$ cat src/multilevel_feedback_queue_scheduler_macros.svh
// Assertion macros shared by the scheduler RTL.
`ifndef MULTILEVEL_FEEDBACK_QUEUE_SCHEDULER_MACROS_SVH
`define MULTILEVEL_FEEDBACK_QUEUE_SCHEDULER_MACROS_SVH

// Same-cycle implication, sampled on clk, off during reset.
`define MFQS_ASSERT_IMP(lbl, ante, cons) \
    lbl: assert property (@(posedge clk) disable iff (!rst_n) (ante) |-> (cons)) \
        else $error("scheduler check failed");

// Next-cycle implication, sampled on clk, off during reset.
`define MFQS_ASSERT_NEXT(lbl, ante, cons) \
    lbl: assert property (@(posedge clk) disable iff (!rst_n) (ante) |=> (cons)) \
        else $error("scheduler check failed");

`endif

$ cat src/mfqs_pkg.sv
// Shared types, constants and command/status structs of the feedback queue scheduler.
package mfqs_pkg;

    // Default sizes
    localparam int DEF_LEVELS    = 4;
    localparam int DEF_MAX_JOBS  = 16;
    localparam int DEF_TIME_BITS = 16;

    // Configuration port
    localparam int ADDR_W = 5;
    localparam int DATA_W = 32;

    // Register indexes
    localparam logic [2:0] REG_NUM_LEVELS   = 3'd0;
    localparam logic [2:0] REG_QUANTUM_0    = 3'd1;
    localparam logic [2:0] REG_QUANTUM_1    = 3'd2;
    localparam logic [2:0] REG_QUANTUM_2    = 3'd3;
    localparam logic [2:0] REG_QUANTUM_3    = 3'd4;
    localparam logic [2:0] REG_BOOST_PERIOD = 3'd5;

    // Register reset values
    localparam logic [2:0]  RST_NUM_LEVELS   = 3'd4;
    localparam logic [15:0] RST_QUANTUM_0    = 16'd2;
    localparam logic [15:0] RST_QUANTUM_1    = 16'd4;
    localparam logic [15:0] RST_QUANTUM_2    = 16'd8;
    localparam logic [15:0] RST_QUANTUM_3    = 16'd16;
    localparam logic [15:0] RST_BOOST_PERIOD = 16'd500;

    // Request types
    localparam logic REQ_ADD  = 1'b0;
    localparam logic REQ_TICK = 1'b1;

    // Outcome codes
    localparam logic [2:0] OUT_IDLE     = 3'd0;
    localparam logic [2:0] OUT_RAN      = 3'd1;
    localparam logic [2:0] OUT_FINISHED = 3'd2;
    localparam logic [2:0] OUT_DEMOTED  = 3'd3;
    localparam logic [2:0] OUT_REQUEUED = 3'd4;
    localparam logic [2:0] OUT_IO_YIELD = 3'd5;
    localparam logic [2:0] OUT_ADDED    = 3'd6;
    localparam logic [2:0] OUT_FULL     = 3'd7;

    typedef struct packed {
        logic        req_type;
        logic [15:0] job_need;
        logic        job_is_io;
    } req_t;

    typedef struct packed {
        logic [3:0]  job_id;
        logic [1:0]  job_level;
        logic [2:0]  outcome;
        logic        boosted;
        logic [15:0] remaining;
        logic [15:0] cpu_used;
    } res_t;

    typedef struct packed {
        logic [2:0]  num_levels;
        logic [15:0] quantum_0;
        logic [15:0] quantum_1;
        logic [15:0] quantum_2;
        logic [15:0] quantum_3;
        logic [15:0] boost_period;
    } cfg_t;

    // Controller to datapath
    typedef struct packed {
        logic add;       // add a job, load result
        logic tick;      // latch job source, pop a queue if needed
        logic exec;      // one tick of work, load result
        logic bst_init;  // boost: requeue running job, clear levels and slices
        logic bst_read;  // boost: pop head of current level
        logic bst_skip;  // boost: current level empty, go on
        logic bst_move;  // boost: push popped slot at top level
        logic emit;      // present result next cycle
    } cmd_t;

    // Datapath to controller
    typedef struct packed {
        logic bst_due;
        logic bst_done;
        logic bst_empty;
    } stat_t;

endpackage

$ cat src/mfqs_regs.sv
// Configuration register file on an APB-style port.
module mfqs_regs (
    input  logic                          clk,
    input  logic                          rst_n,
    input  logic                          psel,
    input  logic                          penable,
    input  logic                          pwrite,
    input  logic [mfqs_pkg::ADDR_W-1:0]   paddr,
    input  logic [mfqs_pkg::DATA_W-1:0]   pwdata,
    output logic [mfqs_pkg::DATA_W-1:0]   prdata,
    output logic                          pready,
    output mfqs_pkg::cfg_t                cfg
);

    mfqs_pkg::cfg_t cfg_reg;
    mfqs_pkg::cfg_t cfg_next;
    logic [2:0]     idx;
    logic           wr;

    assign idx    = paddr[4:2];
    assign wr     = psel && penable && pwrite;
    assign pready = 1'b1;
    assign cfg    = cfg_reg;

    // Write decode
    always_comb
    begin
        cfg_next = cfg_reg;
        if (wr)
        begin
            case (idx)
                mfqs_pkg::REG_NUM_LEVELS:   cfg_next.num_levels   = pwdata[2:0];
                mfqs_pkg::REG_QUANTUM_0:    cfg_next.quantum_0    = pwdata[15:0];
                mfqs_pkg::REG_QUANTUM_1:    cfg_next.quantum_1    = pwdata[15:0];
                mfqs_pkg::REG_QUANTUM_2:    cfg_next.quantum_2    = pwdata[15:0];
                mfqs_pkg::REG_QUANTUM_3:    cfg_next.quantum_3    = pwdata[15:0];
                mfqs_pkg::REG_BOOST_PERIOD: cfg_next.boost_period = pwdata[15:0];
                default:                    cfg_next = cfg_reg;
            endcase
        end
    end

    always_ff @(posedge clk or negedge rst_n)
    begin
        if (!rst_n)
        begin
            cfg_reg.num_levels   <= mfqs_pkg::RST_NUM_LEVELS;
            cfg_reg.quantum_0    <= mfqs_pkg::RST_QUANTUM_0;
            cfg_reg.quantum_1    <= mfqs_pkg::RST_QUANTUM_1;
            cfg_reg.quantum_2    <= mfqs_pkg::RST_QUANTUM_2;
            cfg_reg.quantum_3    <= mfqs_pkg::RST_QUANTUM_3;
            cfg_reg.boost_period <= mfqs_pkg::RST_BOOST_PERIOD;
        end
        else
        begin
            cfg_reg <= cfg_next;
        end
    end

    // Read mux
    always_comb
    begin
        case (idx)
            mfqs_pkg::REG_NUM_LEVELS:   prdata = 32'(cfg_reg.num_levels);
            mfqs_pkg::REG_QUANTUM_0:    prdata = 32'(cfg_reg.quantum_0);
            mfqs_pkg::REG_QUANTUM_1:    prdata = 32'(cfg_reg.quantum_1);
            mfqs_pkg::REG_QUANTUM_2:    prdata = 32'(cfg_reg.quantum_2);
            mfqs_pkg::REG_QUANTUM_3:    prdata = 32'(cfg_reg.quantum_3);
            mfqs_pkg::REG_BOOST_PERIOD: prdata = 32'(cfg_reg.boost_period);
            default:                    prdata = '0;
        endcase
    end

endmodule

$ cat src/mfqs_ctrl.sv
// Sequencing state machine of the scheduler: add, tick, boost walk.
module mfqs_ctrl (
    input  logic            clk,
    input  logic            rst_n,
    input  logic            start,
    input  logic            req_type,
    input  mfqs_pkg::stat_t stat,
    output mfqs_pkg::cmd_t  cmd,
    output logic            busy
);

    localparam logic [2:0] S_IDLE = 3'd0;
    localparam logic [2:0] S_EXEC = 3'd1;
    localparam logic [2:0] S_BRUN = 3'd2;
    localparam logic [2:0] S_BRD  = 3'd3;
    localparam logic [2:0] S_BWR  = 3'd4;

    logic [2:0] state_reg;
    logic [2:0] state_next;

    assign busy = (state_reg != S_IDLE);

    always_comb
    begin
        state_next = state_reg;
        cmd        = '0;
        case (state_reg)
            S_IDLE:
            begin
                if (start)
                begin
                    if (req_type == mfqs_pkg::REQ_ADD)
                    begin
                        cmd.add  = 1'b1;
                        cmd.emit = 1'b1;
                    end
                    else
                    begin
                        cmd.tick   = 1'b1;
                        state_next = S_EXEC;
                    end
                end
            end
            S_EXEC:
            begin
                cmd.exec = 1'b1;
                if (stat.bst_due)
                begin
                    state_next = S_BRUN;
                end
                else
                begin
                    cmd.emit   = 1'b1;
                    state_next = S_IDLE;
                end
            end
            S_BRUN:
            begin
                cmd.bst_init = 1'b1;
                state_next   = S_BRD;
            end
            S_BRD:
            begin
                if (stat.bst_done)
                begin
                    cmd.emit   = 1'b1;
                    state_next = S_IDLE;
                end
                else if (stat.bst_empty)
                begin
                    cmd.bst_skip = 1'b1;
                end
                else
                begin
                    cmd.bst_read = 1'b1;
                    state_next   = S_BWR;
                end
            end
            S_BWR:
            begin
                cmd.bst_move = 1'b1;
                state_next   = S_BRD;
            end
            default:
            begin
                state_next = S_IDLE;
            end
        endcase
    end

    always_ff @(posedge clk or negedge rst_n)
    begin
        if (!rst_n)
        begin
            state_reg <= S_IDLE;
        end
        else
        begin
            state_reg <= state_next;
        end
    end

endmodule

$ cat src/mfqs_dp.sv
// Datapath: job table, per-level slot queues in one memory, tick arithmetic, result register.
module mfqs_dp #(
    parameter int LEVELS    = mfqs_pkg::DEF_LEVELS,
    parameter int MAX_JOBS  = mfqs_pkg::DEF_MAX_JOBS,
    parameter int TIME_BITS = mfqs_pkg::DEF_TIME_BITS
) (
    input  logic            clk,
    input  logic            rst_n,
    input  mfqs_pkg::req_t  req,
    input  mfqs_pkg::cfg_t  cfg,
    input  mfqs_pkg::cmd_t  cmd,
    output mfqs_pkg::stat_t stat,
    output logic            done,
    output mfqs_pkg::res_t  res
);

    localparam int SLOT_W = $clog2(MAX_JOBS);
    localparam int LVL_W  = (LEVELS > 1) ? $clog2(LEVELS) : 1;
    localparam int LVC_W  = $clog2(LEVELS + 1);
    localparam int CNT_W  = $clog2(MAX_JOBS + 1);
    localparam int DEPTH  = LEVELS * MAX_JOBS;
    localparam int ADR_W  = (DEPTH > 1) ? $clog2(DEPTH) : 1;
    localparam int CMP_W  = (TIME_BITS > 16) ? TIME_BITS : 16;
    localparam logic [TIME_BITS-1:0] TIME_MAX = {TIME_BITS{1'b1}};

    // Job table
    logic [MAX_JOBS-1:0]  valid_reg;
    logic [TIME_BITS-1:0] rem_reg [MAX_JOBS];
    logic [TIME_BITS-1:0] cpu_reg [MAX_JOBS];
    logic [TIME_BITS-1:0] slc_reg [MAX_JOBS];
    logic [LVL_W-1:0]     lvl_reg [MAX_JOBS];
    logic [MAX_JOBS-1:0]  io_reg;

    // Queues
    logic [SLOT_W-1:0] fifo_mem [DEPTH];
    logic [SLOT_W-1:0] rd_data_reg;
    logic [SLOT_W-1:0] head_reg [LEVELS];
    logic [SLOT_W-1:0] tail_reg [LEVELS];
    logic [CNT_W-1:0]  cnt_reg  [LEVELS];

    // Control registers
    logic              run_valid_reg, run_valid_next;
    logic [SLOT_W-1:0] run_slot_reg, run_slot_next;
    logic              have_reg, have_next;
    logic              sel_mem_reg, sel_mem_next;
    logic [15:0]       bc_reg, bc_next;
    logic [LVC_W-1:0]  blvl_reg, blvl_next;
    logic              done_reg;
    mfqs_pkg::res_t    res_reg, res_next;

    // Queue access this cycle
    logic              push_en, pop_en;
    logic [LVL_W-1:0]  push_lvl, pop_lvl;
    logic [SLOT_W-1:0] push_slot;

    // Search results
    logic              free_found;
    logic [SLOT_W-1:0] free_slot;
    logic              any_queued;
    logic [LVL_W-1:0]  first_lvl;

    // Tick arithmetic
    logic [SLOT_W-1:0]    s;
    logic [LVL_W-1:0]     lv;
    logic [15:0]          qnt;
    logic [3:0]           nl;
    logic [3:0]           lv_up;
    logic [TIME_BITS-1:0] rem_new, cpu_new, slc_new, slc_wr;
    logic                 fin, expired, demote, yield;
    logic [2:0]           outc;
    logic [15:0]          bc_inc;
    logic [TIME_BITS-1:0] need_t;

    function automatic logic [SLOT_W-1:0] ptr_inc(input logic [SLOT_W-1:0] p);
        return (p == SLOT_W'(MAX_JOBS - 1)) ? '0 : p + 1'b1;
    endfunction

    function automatic logic [ADR_W-1:0] adr(input logic [LVL_W-1:0] l,
                                             input logic [SLOT_W-1:0] p);
        return ADR_W'(l) * ADR_W'(MAX_JOBS) + ADR_W'(p);
    endfunction

    assign need_t = TIME_BITS'(req.job_need);

    // Lowest free slot
    always_comb
    begin
        free_found = 1'b0;
        free_slot  = '0;
        for (int i = MAX_JOBS - 1; i >= 0; i--)
        begin
            if (!valid_reg[i])
            begin
                free_found = 1'b1;
                free_slot  = SLOT_W'(i);
            end
        end
    end

    // Highest-priority non-empty level
    always_comb
    begin
        any_queued = 1'b0;
        first_lvl  = '0;
        for (int l = LEVELS - 1; l >= 0; l--)
        begin
            if (cnt_reg[l] != '0)
            begin
                any_queued = 1'b1;
                first_lvl  = LVL_W'(l);
            end
        end
    end

    // One tick of work on slot s
    assign s = sel_mem_reg ? rd_data_reg : run_slot_reg;

    always_comb
    begin
        lv = lvl_reg[s];
        case (3'(lv))
            3'd0:    qnt = cfg.quantum_0;
            3'd1:    qnt = cfg.quantum_1;
            3'd2:    qnt = cfg.quantum_2;
            default: qnt = cfg.quantum_3;
        endcase
        if (qnt == '0)
        begin
            qnt = 16'd1;
        end
        nl = (cfg.num_levels == '0) ? 4'd1 : 4'(cfg.num_levels);
        if (nl > 4'(LEVELS))
        begin
            nl = 4'(LEVELS);
        end
        lv_up   = 4'(lv) + 4'd1;
        rem_new = (rem_reg[s] != '0) ? rem_reg[s] - 1'b1 : '0;
        cpu_new = (cpu_reg[s] != TIME_MAX) ? cpu_reg[s] + 1'b1 : cpu_reg[s];
        slc_new = (slc_reg[s] != TIME_MAX) ? slc_reg[s] + 1'b1 : slc_reg[s];
        fin     = (rem_new == '0);
        expired = !fin && (CMP_W'(slc_new) >= CMP_W'(qnt));
        demote  = expired && (lv_up < nl);
        yield   = !fin && !expired && io_reg[s];
        slc_wr  = expired ? '0 : slc_new;
        if (fin)
        begin
            outc = mfqs_pkg::OUT_FINISHED;
        end
        else if (demote)
        begin
            outc = mfqs_pkg::OUT_DEMOTED;
        end
        else if (expired)
        begin
            outc = mfqs_pkg::OUT_REQUEUED;
        end
        else if (yield)
        begin
            outc = mfqs_pkg::OUT_IO_YIELD;
        end
        else
        begin
            outc = mfqs_pkg::OUT_RAN;
        end
    end

    assign bc_inc = bc_reg + 16'd1;

    // Status
    assign stat.bst_due   = (bc_inc >= cfg.boost_period);
    assign stat.bst_done  = (blvl_reg == LVC_W'(LEVELS));
    assign stat.bst_empty = (cnt_reg[blvl_reg[LVL_W-1:0]] == '0);

    // Queue push/pop selection
    always_comb
    begin
        push_en   = 1'b0;
        push_lvl  = '0;
        push_slot = '0;
        pop_en    = 1'b0;
        pop_lvl   = '0;
        if (cmd.add && free_found)
        begin
            push_en   = 1'b1;
            push_slot = free_slot;
        end
        if (cmd.exec && have_reg && (expired || yield))
        begin
            push_en   = 1'b1;
            push_lvl  = demote ? LVL_W'(lv_up) : lv;
            push_slot = s;
        end
        if (cmd.bst_init && run_valid_reg)
        begin
            push_en   = 1'b1;
            push_slot = run_slot_reg;
        end
        if (cmd.bst_move)
        begin
            push_en   = 1'b1;
            push_slot = rd_data_reg;
        end
        if (cmd.tick && !run_valid_reg && any_queued)
        begin
            pop_en  = 1'b1;
            pop_lvl = first_lvl;
        end
        if (cmd.bst_read)
        begin
            pop_en  = 1'b1;
            pop_lvl = blvl_reg[LVL_W-1:0];
        end
    end

    // Queue memory
    always_ff @(posedge clk)
    begin
        if (push_en && (cnt_reg[push_lvl] != CNT_W'(MAX_JOBS)))
        begin
            fifo_mem[adr(push_lvl, tail_reg[push_lvl])] <= push_slot;
        end
        if (pop_en)
        begin
            rd_data_reg <= fifo_mem[adr(pop_lvl, head_reg[pop_lvl])];
        end
    end

    // Queue pointers
    always_ff @(posedge clk or negedge rst_n)
    begin
        if (!rst_n)
        begin
            for (int l = 0; l < LEVELS; l++)
            begin
                head_reg[l] <= '0;
                tail_reg[l] <= '0;
                cnt_reg[l]  <= '0;
            end
        end
        else
        begin
            for (int l = 0; l < LEVELS; l++)
            begin
                if (pop_en && (pop_lvl == LVL_W'(l)))
                begin
                    head_reg[l] <= ptr_inc(head_reg[l]);
                end
                if (push_en && (push_lvl == LVL_W'(l)) && (cnt_reg[l] != CNT_W'(MAX_JOBS)))
                begin
                    tail_reg[l] <= ptr_inc(tail_reg[l]);
                    if (!(pop_en && (pop_lvl == LVL_W'(l))))
                    begin
                        cnt_reg[l] <= cnt_reg[l] + 1'b1;
                    end
                end
                else if (pop_en && (pop_lvl == LVL_W'(l)))
                begin
                    cnt_reg[l] <= cnt_reg[l] - 1'b1;
                end
            end
        end
    end

    // Slot valid bits
    always_ff @(posedge clk or negedge rst_n)
    begin
        if (!rst_n)
        begin
            valid_reg <= '0;
        end
        else
        begin
            if (cmd.add && free_found)
            begin
                valid_reg[free_slot] <= 1'b1;
            end
            if (cmd.exec && have_reg && fin)
            begin
                valid_reg[s] <= 1'b0;
            end
        end
    end

    // Slot payload
    always_ff @(posedge clk)
    begin
        if (cmd.add && free_found)
        begin
            rem_reg[free_slot] <= need_t;
            cpu_reg[free_slot] <= '0;
            slc_reg[free_slot] <= '0;
            lvl_reg[free_slot] <= '0;
            io_reg[free_slot]  <= req.job_is_io;
        end
        if (cmd.exec && have_reg)
        begin
            rem_reg[s] <= rem_new;
            cpu_reg[s] <= cpu_new;
            slc_reg[s] <= slc_wr;
            if (demote)
            begin
                lvl_reg[s] <= LVL_W'(lv_up);
            end
        end
        if (cmd.bst_init)
        begin
            for (int i = 0; i < MAX_JOBS; i++)
            begin
                lvl_reg[i] <= '0;
                slc_reg[i] <= '0;
            end
        end
    end

    // Control register next values
    always_comb
    begin
        run_valid_next = run_valid_reg;
        run_slot_next  = run_slot_reg;
        have_next      = have_reg;
        sel_mem_next   = sel_mem_reg;
        bc_next        = bc_reg;
        blvl_next      = blvl_reg;
        res_next       = res_reg;
        if (cmd.tick)
        begin
            have_next    = run_valid_reg || any_queued;
            sel_mem_next = !run_valid_reg;
        end
        if (cmd.add)
        begin
            res_next = '0;
            if (free_found)
            begin
                res_next.job_id    = 4'(free_slot);
                res_next.outcome   = mfqs_pkg::OUT_ADDED;
                res_next.remaining = 16'(need_t);
            end
            else
            begin
                res_next.outcome = mfqs_pkg::OUT_FULL;
            end
        end
        if (cmd.exec)
        begin
            res_next         = '0;
            res_next.boosted = stat.bst_due;
            bc_next          = stat.bst_due ? 16'd0 : bc_inc;
            if (have_reg)
            begin
                run_slot_next      = s;
                run_valid_next     = (outc == mfqs_pkg::OUT_RAN);
                res_next.job_id    = 4'(s);
                res_next.job_level = 2'(lv);
                res_next.outcome   = outc;
                res_next.remaining = 16'(rem_new);
                res_next.cpu_used  = 16'(cpu_new);
            end
        end
        if (cmd.bst_init)
        begin
            run_valid_next = 1'b0;
            blvl_next      = LVC_W'(1);
        end
        if (cmd.bst_skip)
        begin
            blvl_next = blvl_reg + 1'b1;
        end
    end

    always_ff @(posedge clk or negedge rst_n)
    begin
        if (!rst_n)
        begin
            run_valid_reg <= 1'b0;
            run_slot_reg  <= '0;
            have_reg      <= 1'b0;
            sel_mem_reg   <= 1'b0;
            bc_reg        <= '0;
            blvl_reg      <= '0;
            done_reg      <= 1'b0;
        end
        else
        begin
            run_valid_reg <= run_valid_next;
            run_slot_reg  <= run_slot_next;
            have_reg      <= have_next;
            sel_mem_reg   <= sel_mem_next;
            bc_reg        <= bc_next;
            blvl_reg      <= blvl_next;
            done_reg      <= cmd.emit;
        end
    end

    // Result payload
    always_ff @(posedge clk)
    begin
        res_reg <= res_next;
    end

    assign done = done_reg;
    assign res  = res_reg;

endmodule

$ cat src/multilevel_feedback_queue_scheduler.sv
// Top level of the multilevel feedback queue scheduler with priority boost.
//
//   channel   handshake               payload
//   request   start, busy             req   (mfqs_pkg::req_t)
//   result    done (one-cycle strobe) res   (mfqs_pkg::res_t)
//   config    psel/penable/pwrite     paddr, pwdata, prdata (6 registers at 4*i)
//
// An add item is taken while busy stays low; its result strobes on the next cycle.
// A tick reads the queue head, then does the update. A tick that boosts also walks the
// lower queues one pop and one push at a time through the single queue memory, moving
// each job up to the top level.
// Reset clears all control state; no clearing pass. Results cannot be stalled.
module multilevel_feedback_queue_scheduler #(
    parameter int LEVELS    = mfqs_pkg::DEF_LEVELS,
    parameter int MAX_JOBS  = mfqs_pkg::DEF_MAX_JOBS,
    parameter int TIME_BITS = mfqs_pkg::DEF_TIME_BITS
) (
    input  logic                        clk,
    input  logic                        rst_n,
    input  logic                        start,
    output logic                        busy,
    input  mfqs_pkg::req_t              req,
    output logic                        done,
    output mfqs_pkg::res_t              res,
    input  logic                        psel,
    input  logic                        penable,
    input  logic                        pwrite,
    input  logic [mfqs_pkg::ADDR_W-1:0] paddr,
    input  logic [mfqs_pkg::DATA_W-1:0] pwdata,
    output logic [mfqs_pkg::DATA_W-1:0] prdata,
    output logic                        pready
);

`include "multilevel_feedback_queue_scheduler_macros.svh"

    mfqs_pkg::cfg_t  cfg;
    mfqs_pkg::cmd_t  cmd;
    mfqs_pkg::stat_t stat;

    mfqs_regs u_regs (
        .clk     (clk),
        .rst_n   (rst_n),
        .psel    (psel),
        .penable (penable),
        .pwrite  (pwrite),
        .paddr   (paddr),
        .pwdata  (pwdata),
        .prdata  (prdata),
        .pready  (pready),
        .cfg     (cfg)
    );

    mfqs_ctrl u_ctrl (
        .clk      (clk),
        .rst_n    (rst_n),
        .start    (start),
        .req_type (req.req_type),
        .stat     (stat),
        .cmd      (cmd),
        .busy     (busy)
    );

    mfqs_dp #(
        .LEVELS    (LEVELS),
        .MAX_JOBS  (MAX_JOBS),
        .TIME_BITS (TIME_BITS)
    ) u_dp (
        .clk   (clk),
        .rst_n (rst_n),
        .req   (req),
        .cfg   (cfg),
        .cmd   (cmd),
        .stat  (stat),
        .done  (done),
        .res   (res)
    );

    // Checks
    `MFQS_ASSERT_NEXT(a_add_result, start && !busy && (req.req_type == mfqs_pkg::REQ_ADD), done && ((res.outcome == mfqs_pkg::OUT_ADDED) || (res.outcome == mfqs_pkg::OUT_FULL)))
    `MFQS_ASSERT_IMP(a_done_idle, done, !busy)
    `MFQS_ASSERT_IMP(a_full_zero, done && (res.outcome == mfqs_pkg::OUT_FULL), (res.job_id == '0) && (res.remaining == '0) && (res.cpu_used == '0))
    `MFQS_ASSERT_IMP(a_add_noboost, done && ((res.outcome == mfqs_pkg::OUT_ADDED) || (res.outcome == mfqs_pkg::OUT_FULL)), !res.boosted)

endmodule
$ cat config.mk
export PLATFORM = sky130hd
export DESIGN_NAME = multilevel_feedback_queue_scheduler
export DESIGN_NICKNAME = d
export VERILOG_FILES = /design/src/mfqs_pkg.sv /design/src/mfqs_regs.sv /design/src/mfqs_ctrl.sv /design/src/mfqs_dp.sv /design/src/multilevel_feedback_queue_scheduler.sv
export VERILOG_INCLUDE_DIRS = /design/src /design/src/src
export SDC_FILE = /design/constraint.sdc
export NUM_CORES = 2
export LEC_CHECK = 0
export BUFFER_PORTS_ARGS = -buffer_cell sky130_fd_sc_hd__buf_2
export CAP_MARGIN = 5
export CORE_AREA = 2 2 363 365
export CTS_CLUSTER_SIZE = 12
export DETAILED_ROUTE_END_ITERATION = 8
export DIE_AREA = 0 0 365 367
export GPL_ROUTABILITY_DRIVEN = 0
export PLACE_DENSITY_LB_ADDON = 0.12
export SLEW_MARGIN = 25
export SYNTH_ARGS = -nofsm -noshare
export SYNTH_HDL_FRONTEND = slang
export SYNTH_SLANG_ARGS = --single-unit
export TNS_END_PERCENT = 30
$ cat constraint.sdc
create_clock -name clk -period 17.97 [get_ports clk]
set_input_delay 3.594 -clock clk [delete_from_list [all_inputs] [get_ports clk]]
set_output_delay 3.594 -clock clk [all_outputs]
set_load 0.02 [all_outputs]
**Yosys cells after proc, flatten, opt, wreduce, memory -nomap -nowiden**

Memory sizes are Yosys's and may differ from the RTL's. A register that Yosys moved wholly into a read port is not among the register bits.
Index checks and enable logic that the tools add are counted.

- Register bits after elaboration: 239
- Bits in writable memories: 1056
- Bits of input ports: 61
- Output and inout port bits: 77
- Word-level logic and storage cells: 368
- Memories kept: 5

- Add/subtract/negate cells: 24
- Order comparisons: 11
- Eq/ne operators: 41
- Mux-type cells: 171
- Bitwise logic cells: 6
- Reduce and logical (&&, ||, !) cells: 76

Memory list:

| memory | depth | width | read ports | clocked after Yosys merged registers in | write ports | RTL line | source |
|---|---|---|---|---|---|---|---|
| u_dp.cpu_reg | 16 | 16 | 1 | 0 | 1 | mfqs_dp.sv:29 | `logic [TIME_BITS-1:0] cpu_reg [MAX_JOBS];` |
| u_dp.fifo_mem | 64 | 4 | 1 | 1 | 1 | mfqs_dp.sv:35 | `logic [SLOT_W-1:0] fifo_mem [DEPTH];` |
| u_dp.rem_reg | 16 | 16 | 1 | 0 | 1 | mfqs_dp.sv:28 | `logic [TIME_BITS-1:0] rem_reg [MAX_JOBS];` |
| u_dp.slc_reg | 16 | 16 | 1 | 0 | 16 | mfqs_dp.sv:30 | `logic [TIME_BITS-1:0] slc_reg [MAX_JOBS];` |
| u_dp.lvl_reg | 16 | 2 | 1 | 0 | 16 | mfqs_dp.sv:31 | `logic [LVL_W-1:0] lvl_reg [MAX_JOBS];` |

Operators with widths:

| cell | count |
|---|---|
| 16-bit two-way mux | 13 |
| 4-bit two-way mux | 41 |
| 16-bit case mux with 6 select lines | 1 |
| 42-bit two-way mux | 2 |
| 5-bit two-way mux | 16 |
| 16-bit OR reduction | 4 |
| 1-bit two-way mux | 59 |
| 16-bit by 1-bit adder with 16-bit output (second input constant) | 3 |
| 16-bit case mux with 3 select lines | 1 |
| 3-bit two-way mux | 11 |
| 4-bit by 1-bit adder with 4-bit output (second input constant) | 8 |
| 4-bit equality test (second input constant) | 8 |
| 16-bit >= comparator | 2 |
| 16-bit zero test | 2 |
| 32-bit two-way mux | 1 |
| 16-bit inequality test (second input constant) | 2 |
| 2-bit two-way mux | 15 |
| 1-bit logical AND | 28 |
| 5-bit inequality test (second input constant) | 5 |
| 2-bit AND reduction | 12 |
| 5-bit by 1-bit adder with 5-bit output (second input constant) | 4 |
| 5-bit binary-select mux with 2-bit select | 2 |
| 5-bit nonzero test | 4 |
| 5-bit by 1-bit subtractor with 5-bit output (second input constant) | 4 |
| other kinds (37) | 81 |

**Depth between registers and ports, before layout**

- Word-level depth: 25
- Gate-level depth with buffers: 38
- Gate-level depth less buffers: 31

**Hierarchy**

A second synthesis with hierarchy kept.

- Cell total of the unflattened synthesis: 5999
- Area, all modules: 62301.0 um^2

By module, submodules not included:

| module | instances | cells each | area each (um^2) | sequential area each (um^2) |
|---|---|---|---|---|
| mfqs_dp | 1 | 5674 | 58043.2 | 33066.7 |
| mfqs_regs | 1 | 295 | 4025.1 | 2090.8 |
| mfqs_ctrl | 1 | 30 | 232.7 | 75.1 |

**Least setup slack after synthesis**

No wires, ideal clock.

- Path kind: input to output
- Start point: input port paddr[2] (netlist name)
- End point: output port prdata[1] (netlist name)
- Arrival: 5.224 ns
- Data required time: 14.376 ns
- Setup slack: 9.152 ns
- Cell stages on the path: 5
- Path buffers: 3
- Cell sequence: clkbuf_1 > clkbuf_1 > buf_1 > a22oi_1 > o22ai_1

- Cells in the longest elaborated chain, start to end: 2
- Elaborated cells between the ends (all ways): 7
- Classes of those cells: eq/ne: 5; mux: 1; reduce/logical: 1

RTL lines:

| element | RTL line | source |
|---|---|---|
| start: declaration | multilevel_feedback_queue_scheduler.sv:28 | `input logic [mfqs_pkg::ADDR_W-1:0] paddr,` |
| 3-bit equality test (tied with other cells) | mfqs_regs.sv:63 | `case (idx)` |
| 16-bit case mux with 6 select lines * | mfqs_regs.sv:63 |  |
| end: declaration | multilevel_feedback_queue_scheduler.sv:30 | `output logic [mfqs_pkg::DATA_W-1:0] prdata,` |

Mark *: on every way between the ends. The rest lies on a longest branch, timed or not.

**Worst setup path in the final report**

- Start point: register u_dp.sel_mem_reg
- End point: memory u_dp.fifo_mem[11][0] (netlist name) (enable)

- Cells in the longest elaborated chain, start to end: 22
- Elaborated cells between the ends (all ways): 47
- Classes of those cells: add/sub: 4; order compare: 2; eq/ne: 4; mux: 20; bitwise: 1; reduce/logical: 13; memory: 3

RTL lines:

| element | RTL line | source |
|---|---|---|
| start: declaration | mfqs_dp.sv:45 | `logic sel_mem_reg, sel_mem_next;` |
| start signal: assignment | mfqs_dp.sv:388 | `sel_mem_reg <= sel_mem_next;` |
| 4-bit two-way mux * | mfqs_dp.sv:116 | `assign s = sel_mem_reg ? rd_data_reg : run_slot_reg;` |
| branches (longest 21 deep; another with memory 16 x 16 bit) | -- |  |
| end: declaration | mfqs_dp.sv:35 |  |

Every way passes the cells marked *. The select of a mux whose other input is x is not followed.

==> metrics.txt <==
critical path data required time 18.37 ns; I/O pin cnt 138; Filler cells 11,600; FMAX 0.0985 GHz; Placed Area 60,400 um2; Initial DRC Count 3,656; critical hold path startpoint u_dp.slc_reg[2][11]; Congestion Overflow GR 0; nets 5,083; Worst Setup Slack post-DPL 7.80 ns; CTS root buf clkbuf_16; final instance area 65,000 um2; first-pass GRT wire length 240,000 um; clk_lat worst skew 0.79 ns; Max-cap violations 0; synthesis-to-finish area growth 11.8%; Post-synth top cells nand2_1 (1,019), edfxtp_1 (830), nand3_1 (289), dfxtp_1 (288), a21oi_1 (287); router iterations before antenna repair 6; Seq. cell area 35,200 um2; pwr dens 162 nW/um2; CP Capture Type register; CTS Buf Count 144; Placed Cells 6,560; number of global-route vias before repair 38,400; CP Launch Type register; count leader, synth nand2_1; status complete, no violations; GRT met3 Usage 4.22%; clock-pin slew on the worst setup and hold paths 0.06 ns; most used cell, CP buf_4; peak per-stage delay on the critical path 0.93 ns; CTS tree built; CTS sink cnt 1,299; Synth area leaders edfxtp_1 (43%), dfxtp_1 (9.9%), dfrtp_1 (7.3%); die area 134,000 um2; Die Ht 367 um; number of synthesized flops with an enable pin 830; drt wl/cell 23.5 um; async set-reset flop share out of synthesis 13.9%; PostCTS Resize Cnt 0; Cells after Synth 4,915; Synth Area per Inst 11.8 um2; Vias 39,600; largest net degree at the start of global routing 240; final non-filler cell total 6,818; Synth Warn # 0; Worst setup endpoint u_dp.fifo_mem[11][0]; Hold WC Path Type reg -> reg; hold_buf cts 0; Setup TNS 0 ns; power consumption 10.5 mW; Core ar. 130,000 um2; Die X 365 um; DRC 0; Layout Skew 0.0266 ns; Synth cell types 84; port bufs 102; GR Util met2 37.6%; initial antenna violation count 4; # diodes 0; P_leak 23.9 nW; Max VDD drop 127 uV; RSZ-0062 raised after global routing no; worst slew pin tran 1.13 ns; worst hold slack 0.450 ns; area share of the largest cell type after synthesis 42.9%; Slew HR 24.1%; Tmin final 10.15 ns; setup bufs post-CTS 0; fin crit share 56.5%; final setup vio count 0; Mapped Area 58,100 um2; Pins Over Slew Limit 0; setup slack, reg-to-reg 7.82 ns; crit path kind reg -> reg; post-synth top area cell edfxtp_1; grt peak-use layer met2; Overall Global Routing Usage 23.7%; Fin. Hold Viols 0; reg2reg end u_dp.fifo_mem[11][0]; PnR worst setup slack 7.82 ns; footprint of the multi-input gates 21,500 um2; Vias per Instance 5.81; htree depth 4; num rows 133; CP startpoint u_dp.sel_mem_reg; synthesized flop and latch total 1,299; Critical Path AT 10.55 ns; Critical Path Fanout Max 49; most common flop cell mapped by yosys edfxtp_1; Detailed Route WL 160,000 um; Critical R2R Launch u_dp.sel_mem_reg; CTS max path bufs 3; detailed placer's ending HPWL 91,300 um; starting density of the core 44.5%; ANT nets after route 0; slowest cell on the critical path nor4_1; Final Util 49.8%; met1 usage 33.2%; Reg2Reg Depth 27; share of cells above drive strength 1 14.1%; register area share after synthesis 60.6%
[layer usage]
layer | vias up | wire, um
li1 | 18200 | -
met1 | 19900 | 70800
met2 | 1233 | 75100
met3 | 282 | 10100
met4 | 6 | 4330
met5 | - | 32
[worst min-delay path by stage]
stage	to	cells after the start
final	u_dp.slc_reg[2][11]	2
after global routing	u_dp.slc_reg[0][7]	2
after CTS	u_dp.slc_reg[4][11]	2
after detailed placement	u_dp.lvl_reg[12][1]	2
after global placement	u_dp.lvl_reg[12][0]	2
after floorplan	u_dp.lvl_reg[15][0]	2
[area by class of cell]
class | count | share of cell area, %
sequential | 1299 | 54.2
multi-input combinational | 3235 | 33.1
clock buffer | 197 | 6.12
tap | 1755 | 3.38
timing repair buffer | 191 | 1.98
clock inverter | 58 | 0.707
inverter | 83 | 0.499
[worst max-delay path, delay by kind of cell (launching register included)]
family / cells / cell delay, ns
and+or+nand+nor: 11 / 3.83
AOI/OAI and AO/OA: 8 / 2.66
buffers and inverters: 4 / 1.54
muxes: 1 / 0.61
adders and majority gates: 2 / 0.54
DFF: 1 / 0.32
xor gates and xnor gates: 1 / 0.14
[kinds of logic (layout without fill, tap and decap cells)]
logic type	Yosys count	after routing	synth area share, %
and+or+nand+nor	1817	1817	13.9
DFF	1299	1299	60.6
AOI/OAI and AO/OA	790	790	8.78
muxes	477	477	11.0
buffers and inverters	396	529	3.09
adders and majority gates	68	68	1.52
xor gates and xnor gates	66	66	0.995
other	2	17	0.0129
[layout by cell type, fill, tap and decap left out, types with 14 or more instances in the layout]
cell type     n
o22ai_1      33
nor2_1      160
xnor2_1      41
a22oi_1      35
xor2_1       25
mux4_2      120
a21o_1       62
nand4_1      48
or3_1        31
clkinv_2     29
clkinv_1     23
conb_1       17
edfxtp_1    830
nor2b_1      14
o31ai_1      14
a222oi_1     20
inv_1        66
ha_1         64
nand2b_1     17
a31oi_1      22
clkbuf_16   147
buf_4        82
and2_1       17
nand3_1     289
buf_2       101
nor4_1       16
a311oi_1     53
dfxtp_1     288
mux2_2      109
nand2_1    1015
o21ai_0     124
dfrtp_1     170
mux2i_1     239
clkbuf_1     39
and3_1       43
nor3_1       98
o221ai_1     15
a21oi_1     285
[power by group]
group / internal, mW / switching, mW / total (mW)
combinational: 1.30 / 2.65 / 3.95
clock: 1.61 / 1.20 / 2.81
sequential: 3.60 / 0.176 / 3.78
total: 6.51 / 4.03 / 10.5
No activity file was read; power rests on OpenSTA's default activity.
